--- src/rtl/smp_pkg.sv ---
package smp_pkg;

	// padding sequencer states
	typedef enum logic [1:0] {
		SEQ_IDLE,
		SEQ_MARK,
		SEQ_ZERO,
		SEQ_LEN
	} seq_state_t;

	// one byte handed from the sequencer to the byte packer
	typedef struct packed {
		logic       valid;
		logic [7:0] data;
		logic       last;
	} byte_put_t;

	localparam int unsigned COUNT_W = 61;
	localparam int unsigned LEN_W   = 64;
	localparam int unsigned POS_W   = 6;

	localparam logic [7:0]       PAD_MARK = 8'h80;
	localparam logic [POS_W-1:0] LEN_POS  = 6'd56;

endpackage

--- src/rtl/smp_byte_packer.sv ---
module smp_byte_packer (
	input  logic               clk,
	input  logic               arst_n,
	input  smp_pkg::byte_put_t put,
	output logic               ready,
	output logic [5:0]         pos,
	output logic               m_tvalid,
	input  logic               m_tready,
	output logic [39:0]        m_tdata,  // word[31:0], word_index[35:32], zero fill
	output logic               m_tuser,  // block_end
	output logic               m_tlast   // message_end
);

	logic [23:0] acc_q;
	logic [5:0]  pos_q;
	logic        valid_q;
	logic [31:0] word_q;
	logic [3:0]  idx_q;
	logic        blk_q;
	logic        last_q;
	logic        fire;
	logic        word_done;

	// a byte is taken whenever the output register is free or draining
	assign ready     = !valid_q || m_tready;
	assign fire      = put.valid && ready;
	assign word_done = (pos_q[1:0] == 2'd3);
	assign pos       = pos_q;

	// byte position and partial word
	always_ff @(posedge clk or negedge arst_n) begin
		if (!arst_n) begin
			acc_q <= '0;
			pos_q <= '0;
		end else if (fire) begin
			pos_q <= pos_q + 6'd1;
			if (word_done) begin
				acc_q <= '0;
			end else begin
				acc_q <= {acc_q[15:0], put.data};
			end
		end
	end

	// output register valid
	always_ff @(posedge clk or negedge arst_n) begin
		if (!arst_n) begin
			valid_q <= 1'b0;
		end else if (fire && word_done) begin
			valid_q <= 1'b1;
		end else if (m_tready) begin
			valid_q <= 1'b0;
		end
	end

	// output payload
	always_ff @(posedge clk) begin
		if (fire && word_done) begin
			word_q <= {acc_q, put.data};
			idx_q  <= pos_q[5:2];
			blk_q  <= &pos_q;
			last_q <= put.last;
		end
	end

	assign m_tvalid = valid_q;
	assign m_tdata  = {4'd0, idx_q, word_q};
	assign m_tuser  = blk_q;
	assign m_tlast  = last_q;

endmodule

--- src/rtl/smp_pad_seq.sv ---
module smp_pad_seq (
	input  logic               clk,
	input  logic               arst_n,
	input  logic               s_tvalid,
	output logic               s_tready,
	input  logic [7:0]         s_tdata,  // msg_byte
	input  logic               s_tuser,  // kind
	input  logic               byte_ready,
	input  logic [5:0]         pos,
	output smp_pkg::byte_put_t put
);

	smp_pkg::seq_state_t state_q, state_d;

	logic [smp_pkg::COUNT_W-1:0] count_q;
	logic [smp_pkg::LEN_W-1:0]   len_q;
	logic [2:0]                  len_cnt_q;
	logic                        s_fire;

	assign s_fire = s_tvalid && s_tready;

	// state register
	always_ff @(posedge clk or negedge arst_n) begin
		if (!arst_n) begin
			state_q <= smp_pkg::SEQ_IDLE;
		end else begin
			state_q <= state_d;
		end
	end

	// next state and byte selection
	always_comb begin
		state_d    = state_q;
		s_tready   = 1'b0;
		put.valid  = 1'b0;
		put.data   = 8'd0;
		put.last   = 1'b0;
		unique case (state_q)
			smp_pkg::SEQ_IDLE: begin
				s_tready  = byte_ready;
				put.valid = s_tvalid && !s_tuser;
				put.data  = s_tdata;
				if (s_fire && s_tuser) begin
					state_d = smp_pkg::SEQ_MARK;
				end
			end
			smp_pkg::SEQ_MARK: begin
				put.valid = 1'b1;
				put.data  = smp_pkg::PAD_MARK;
				if (byte_ready) begin
					state_d = smp_pkg::SEQ_ZERO;
				end
			end
			smp_pkg::SEQ_ZERO: begin
				put.valid = (pos != smp_pkg::LEN_POS);
				if (pos == smp_pkg::LEN_POS) begin
					state_d = smp_pkg::SEQ_LEN;
				end
			end
			smp_pkg::SEQ_LEN: begin
				put.valid = 1'b1;
				put.data  = len_q[smp_pkg::LEN_W-1 -: 8];
				put.last  = &len_cnt_q;
				if (byte_ready && (&len_cnt_q)) begin
					state_d = smp_pkg::SEQ_IDLE;
				end
			end
			default: begin
				state_d = smp_pkg::SEQ_IDLE;
			end
		endcase
	end

	// message byte count, bit length shifter and length byte counter
	always_ff @(posedge clk or negedge arst_n) begin
		if (!arst_n) begin
			count_q   <= '0;
			len_q     <= '0;
			len_cnt_q <= '0;
		end else begin
			if (s_fire) begin
				if (s_tuser) begin
					len_q     <= {count_q, 3'b000};
					len_cnt_q <= '0;
					count_q   <= '0;
				end else begin
					count_q <= count_q + {{(smp_pkg::COUNT_W-1){1'b0}}, 1'b1};
				end
			end
			if (state_q == smp_pkg::SEQ_LEN && byte_ready) begin
				len_q     <= {len_q[smp_pkg::LEN_W-9:0], 8'd0};
				len_cnt_q <= len_cnt_q + 3'd1;
			end
		end
	end

endmodule

--- src/rtl/sha256_message_padder.sv ---
// output: a byte that completes a word shows that word in the cycle after its transfer
// throughput: one message byte per cycle while the output side keeps up
// end marker: taken while idle, then the 0x80 mark byte, a zero fill of 0 to 63 bytes,
// a turn step once the fill reaches byte 56 and 8 length bytes, all through the single
// byte packer; no input is taken until the last length byte has gone in
// reset: arst_n clears byte count, partial word, block position and state at once
module sha256_message_padder (
	input  logic        clk,
	input  logic        arst_n,
	input  logic        s_tvalid,
	output logic        s_tready,
	input  logic [7:0]  s_tdata,  // msg_byte[7:0]
	input  logic        s_tuser,  // kind
	output logic        m_tvalid,
	input  logic        m_tready,
	output logic [39:0] m_tdata,  // word[31:0], word_index[35:32], zero fill[39:36]
	output logic        m_tuser,  // block_end
	output logic        m_tlast   // message_end
);

	smp_pkg::byte_put_t put;
	logic               byte_ready;
	logic [5:0]         pos;

	// padding sequencer
	smp_pad_seq u_seq (
		.clk        (clk),
		.arst_n     (arst_n),
		.s_tvalid   (s_tvalid),
		.s_tready   (s_tready),
		.s_tdata    (s_tdata),
		.s_tuser    (s_tuser),
		.byte_ready (byte_ready),
		.pos        (pos),
		.put        (put)
	);

	// shared byte packer with output register
	smp_byte_packer u_pack (
		.clk      (clk),
		.arst_n   (arst_n),
		.put      (put),
		.ready    (byte_ready),
		.pos      (pos),
		.m_tvalid (m_tvalid),
		.m_tready (m_tready),
		.m_tdata  (m_tdata),
		.m_tuser  (m_tuser),
		.m_tlast  (m_tlast)
	);

endmodule

--- config.mk ---
export PLATFORM = sky130hd
export DESIGN_NAME = sha256_message_padder
export DESIGN_NICKNAME = d
export VERILOG_FILES = /design/src/rtl/smp_pkg.sv /design/src/rtl/smp_byte_packer.sv /design/src/rtl/smp_pad_seq.sv /design/src/rtl/sha256_message_padder.sv
export SDC_FILE = /design/constraint.sdc
export NUM_CORES = 1
export LEC_CHECK = 0
export BUFFER_PORTS_ARGS = -buffer_cell sky130_fd_sc_hd__buf_2
export CAP_MARGIN = 20
export CORE_MARGIN = 4
export CORE_UTILIZATION = 40
export CTS_CLUSTER_DIAMETER = 150
export DETAILED_ROUTE_END_ITERATION = 8
export GPL_TIMING_DRIVEN = 1
export REMOVE_ABC_BUFFERS = 1
export SLEW_MARGIN = 20
export SYNTH_ARGS = -nofsm -noshare
export SYNTH_HDL_FRONTEND = slang
export SYNTH_HIERARCHICAL = 1
export SYNTH_SLANG_ARGS = --single-unit
--- constraint.sdc ---
create_clock -name clk -period 4.71 [get_ports clk]
set_input_delay 0 -clock clk [delete_from_list [all_inputs] [get_ports clk]]
set_output_delay 0 -clock clk [all_outputs]
set_load 0.1 [all_outputs]
# Yosys cells after proc, flatten, opt, wreduce, memory -nomap -nowiden
# Cells that the tools add are included.
[word_totals] elab_cells=61 register_bits=199 output_inout_bits=44
[classes] n_addsub=3 mux=18 eq_ne=10 reduce_logical=19
[ops] operator="two-way mux 64 bit" n=3
[ops] operator="adder 61 x 1 -> 61 bit, second input constant" n=1
[ops] operator="two-way mux 61 bit" n=1
[ops] operator="two-way mux 24 bit" n=1
[ops] operator="case mux 8 bit (3 select lines)" n=1
[ops] operator="two-way mux 3 bit" n=3
[ops] operator="two-way mux 2 bit" n=4
[ops] operator="inequality test 2 x 1 -> 1 bit, second input constant" n=4
[ops] operator="case mux 2 bit (4 select lines)" n=1
[ops] operator="logical AND 1 bit" n=7
[ops] operator="adder 6 x 1 -> 6 bit, second input constant" n=1
[ops] operator="equality test 2 bit, second input constant" n=3
[ops] operator="equality test 6 bit, second input constant" n=1
[ops] operator="inequality test 6 bit, second input constant" n=1
[ops] operator="AND reduction 6 bit" n=1
[ops] operator="nonzero test 2 bit" n=3
[ops] operator="AND reduction 4 bit" n=1
[ops] operator="adder 3 x 1 -> 3 bit, second input constant" n=1
[ops] operator="two-way mux 1 bit" n=3
[ops] operator="case mux 1 bit (3 select lines)" n=1
[ops] operator="AND reduction 3 bit" n=1
[ops] operator="equality test 2 x 1 -> 1 bit, second input constant" n=1
[ops] operator="logical NOT 1 bit" n=2
[ops] operator="logical NOT 2 bit" n=1
[ops] operator="other kinds (3)" n=3

# Logic depth before layout (Yosys ltp)
[logic_depth] word_depth=7 ltp_mapped=9 mapped_depth_nobuf=7

# By module
# The synthesis kept the hierarchy.
[by_module_without_submodules] mod="smp_pad_seq" instances=1 area_each_um2=6563.8 seq_area_each_um2=3178.0 cells_per_inst=773
[by_module_without_submodules] mod="smp_byte_packer" instances=1 area_each_um2=2645.0 seq_area_each_um2=1916.8 cells_per_inst=146

# Least setup slack after synthesis
# OpenSTA, ideal clock, no wires.
[synth_path] kind="register to register" start="register u_seq.state_q[0]" end="register u_pack.idx_q[0] (enable)" synth_period_minus_slack_ns=2.758 slack_ns=1.952 path_stages_with_launch=8 arrival_time_ns=2.357 n_path_buf=1 path_cell_list="dfrtp_1 > inv_1 > ha_1 > clkbuf_1 > o31ai_1 > a21oi_1 > a31o_2 > and3_1"
[synth_rtl] element="from (decl)" line_no="smp_pad_seq.sv:13" text="smp_pkg::seq_state_t state_q, state_d;"
[synth_rtl] element="from (signal assigned)" line_no="smp_pad_seq.sv:25" text="state_q <= smp_pkg::SEQ_IDLE;"
[synth_rtl] element="from (signal assigned)" line_no="smp_pad_seq.sv:27" text="state_q <= state_d;"
[synth_rtl] element="to (signal assigned)" line_no="smp_byte_packer.sv:60" text="idx_q <= pos_q[5:2];"
[synth_rtl] element="to (decl)" line_no="smp_byte_packer.sv:18" text="logic [3:0] idx_q;"

# Worst setup path in the final report
[layout_path] start="register u_seq.state_q[0]" end="register u_seq/count_q[29] (netlist bit)"
[layout_via] elab_chain_cells=3
[layout_lines] element="logical NOT 2 bit" line_no="smp_pad_seq.sv:38" text="unique case (state_q)"
[layout_lines] element="two-way mux 1 bit" line_no="smp_pad_seq.sv:38"
[layout_lines] element="logical AND 1 bit" line_no="smp_pad_seq.sv:20" text="assign s_fire = s_tvalid && s_tready;"
[layout_lines] element="to (signal assigned)" line_no="smp_pad_seq.sv:87" text="count_q <= count_q + {{(smp_pkg::COUNT_W-1){1'b0}}, 1'b1};"
[layout_lines] element="to (decl)" line_no="smp_pad_seq.sv:15" text="logic [smp_pkg::COUNT_W-1:0] count_q;"
# Every way passes these cells.
# A chain may end at the register's enable or synchronous reset.

==> qor.txt <==
Die boundary height = 160 um
Global-route wire length before repair = 35200 um
Minimum clock period after layout = 3.40 ns
Synthesized area per cell = 10.0 um2
Unrepaired setup endpoints after global routing = no
Actual slew at the worst max-slew pin = 1.01 ns
Worst hold-check path type = in -> reg
Share of the synthesized area in the top cell type = 0.429
Clock sinks = 196
Worst hold path depth = 4
Top-level I/O count = 57
H-tree lvl count = 4
DP HPWL = 14500 um
Max Fanout on Critical Path = 16
Largest stage delay on the critical path = 0.67 ns
Area leader, netlist = dfrtp_1
Clock root buffer = clkbuf_16
Gate Count Post-Synth = 919
FF-to-FF path depth = 7
Gpl congestion = 0.874
Period Utilization, post-route = 0.722
Total number of placement rows = 55
Total core area = 0.0226 mm2
Cell area after layout = 0.0103 mm2
Synth Register Bits = 196
Remaining antenna violation count = 0
Worst relative slew slack = 0.324
Final Max Tran Viols = 0
Syn-to-layout area delta = 12.1%
Register-to-register setup slack = 1.31 ns
Top cells by instance count after synthesis = nand2_1, dfrtp_1, nor2_1
CP Data Arrival Time = 3.75 ns
Initial detailed-routing violation count = 528
Count of cell types in the netlist = 56
Clock Tree Buf Depth = 2
Initial core utilization = 0.407
Number of warning messages in the yosys log = 6
Pin count of the biggest net entering global routing = 101
Number of antenna violations at the first check in global routing = 0
Count of non-filler cells in the finished layout = 1252
Worst reg2reg endpoint = u_seq/count_q[29]$_DFFE_PN0P_
Outcome = finished, final reports clean
Endpoint type of the worst setup path = register
Clock tree from TritonCTS = built
Reg-to-reg startpoint = u_seq/state_q[0]$_DFFE_PN0P_
Top-count cell post-synth = nand2_1
Maximum clock frequency = 0.294 GHz
Worst-Skew Late Latency = 0.44 ns
Largest cells by area after synthesis = dfrtp_1, edfxtp_1, nand2_1
Sort of element at the start of the critical path = register
Fraction of layout cells with a size suffix above 1 = 0.133
Pwr Total = 6.33 mW
GRT Util Overall = 0.168
Area of the die = 0.0255 mm2
Leakage power = 4.40 nW
Final setup slack of the worst path = 1.31 ns
ANT cells = 0
Number of flops mapped to enable cells by yosys = 38
Buffer count from post-CTS setup fixing = 0
Final global-route overflow total = 0
Min-Delay Startpoint = s_tvalid
Wirelength per Cell = 17.2 um
Final #Nets = 976
Initial DRT Pass Iterations = 5
Power density normalized to cell area = 613 mW/mm2
Number of global-route vias before repair = 6567
Die outline width = 160 um
Port buffer count = 52
Leading register cell type out of synthesis = dfrtp_1
Critical path class = reg -> reg
Worst slack after detailed placement = 1.33 ns
Via Count = 6956
# Max-Cap Violations = 0
Capture endpoint of the worst hold path = u_pack/m_tvalid$_DFFE_PN0P_
Number of endpoints failing setup at the final stage = 0
Async set-or-reset flop fraction in the synthesized netlist = 0.806
Drt total wl = 21500 um
Instance area after placement = 0.00966 mm2
Seq/Total Area, Yosys = 0.553
Cell total after placement = 1210
Remaining DRCs = 0
Mapped Area = 0.00921 mm2
Maximum VDD drop = 322 uV
Clock transition at path regs = 0.07 ns
Ordered cell list for the critical path = inv_1, ha_1, nand3_1, nor2_1, nand4_1, or4_1, a21oi_1
Worst clock skew = 0.0177 ns
Via density per instance = 5.56
Total CTS buffers = 17
Final count of hold timing violations = 0
Required time of the worst setup path = 5.06 ns
Slowest stage cell, crit path = or4_1
-- kinds of logic after synthesis --
| logic type | Yosys count | synth area share |
|---|---|---|
| multiplexers | 35 | 0.0493 |
| flip-flops | 196 | 0.553 |
| buffers and inverters | 66 | 0.0318 |
| AND/OR/NAND/NOR | 437 | 0.229 |
| XOR/XNOR | 25 | 0.0238 |
| AO/OA/AOI/OAI | 150 | 0.101 |
| other | 1 | 0.000407 |
| adder cells (fa/ha/maj) | 9 | 0.0122 |
-- critical path: cells and delay by family (launching register included) --
family	cells	cell delay [ns]
buf+inv	1	0.13
fa+ha+maj	1	0.44
compound gates	1	0.15
simple gates	4	2.19
flops	1	0.41
-- state kept, by name, summed over array words and instances, names as in the netlist --
name	cells
u_pack/m_tlast	1
u_pack/idx_q	4
u_pack/pos	6
u_seq/state_q	2
u_pack/word_q	32
u_pack/m_tuser	1
u_pack/m_tvalid	1
u_seq/count_q	61
u_seq/len_q	61
u_seq/len_cnt_q	3
u_pack/acc_q	24
-- cells in the final DEF (no fill, tap or decap), types with 12 or more instances in the layout --
cell,n
and2b_1,12
dfrtp_1,158
o31ai_1,18
a31oi_1,50
nand3_1,27
nand2_1,168
nor3_1,14
or4_1,20
xnor2_1,12
clkbuf_16,17
nand4_1,25
mux2_4,19
o21ai_0,21
a21oi_1,39
nor2_1,95
buf_2,51
edfxtp_1,38
nor2b_1,14
nor4_1,13
xor2_1,13
-- power by group --
group / internal, mW / switching, mW / leakage [nW]
clock: 0.704 / 0.706 / 0.280
sequential: 2.25 / 0.265 / 2.39
combinational: 0.700 / 1.70 / 1.73
total: 3.66 / 2.67 / 4.40
-- layer usage --
layer / global-route usage / share of wire / up-vias
li1: - / - / 3344
met3: 0.0310 / 0.043 / 17
met5: 0 / 0 / -
met4: 0.0434 / 0.011 / 0
met2: 0.262 / 0.46 / 183
met1: 0.244 / 0.49 / 3412
-- cell type report --
type	count	area (um2)
multi-input combinational	660	3850
tap	285	357
inverter	10	37.5
clock buffer	17	425
fill	2133	12300
clock inverter	15	141
timing repair buffer	69	419
sequential	196	5090
-- worst max path at each step --
| stage | startpoint | endpoint | slack (ns) |
|---|---|---|---|
| detailed placement | u_seq/state_q[0]$_DFFE_PN0P_ | u_seq/count_q[29]$_DFFE_PN0P_ | 1.33 |
| finish | u_seq/state_q[0]$_DFFE_PN0P_ | u_seq/count_q[29]$_DFFE_PN0P_ | 1.31 |
| global route | u_seq/state_q[0]$_DFFE_PN0P_ | u_seq/count_q[59]$_DFFE_PN0P_ | 1.00 |
| floorplan | u_pack/m_tvalid$_DFFE_PN0P_ | u_seq/len_cnt_q[1]$_DFFE_PN0P_ | -0.93 |
| global placement | u_seq/state_q[0]$_DFFE_PN0P_ | u_seq/count_q[35]$_DFFE_PN0P_ | 1.51 |
| CTS | u_seq/state_q[0]$_DFFE_PN0P_ | u_seq/count_q[29]$_DFFE_PN0P_ | 1.31 |
-- metrics by stage --
stage | setup TNS (ns) | hold WS [ns] | util
after global placement | 0 | 0.134 | 0.427
after CTS | 0 | 0.0583 | 0.456
after floorplan | -71.38 | -0.296 | -
after global routing | 0 | 0.110 | 0.456
final | 0 | 0.0909 | 0.456
after detailed placement | 0 | 0.139 | 0.427
-- repair_timing --
| item | CTS | global route |
|---|---|---|
| resized for setup | 0 | 0 |
| hold endpoints to repair | 95 | 0 |
| hold buffers | 10 | 0 |
Power figures use the tool's default switching activity.
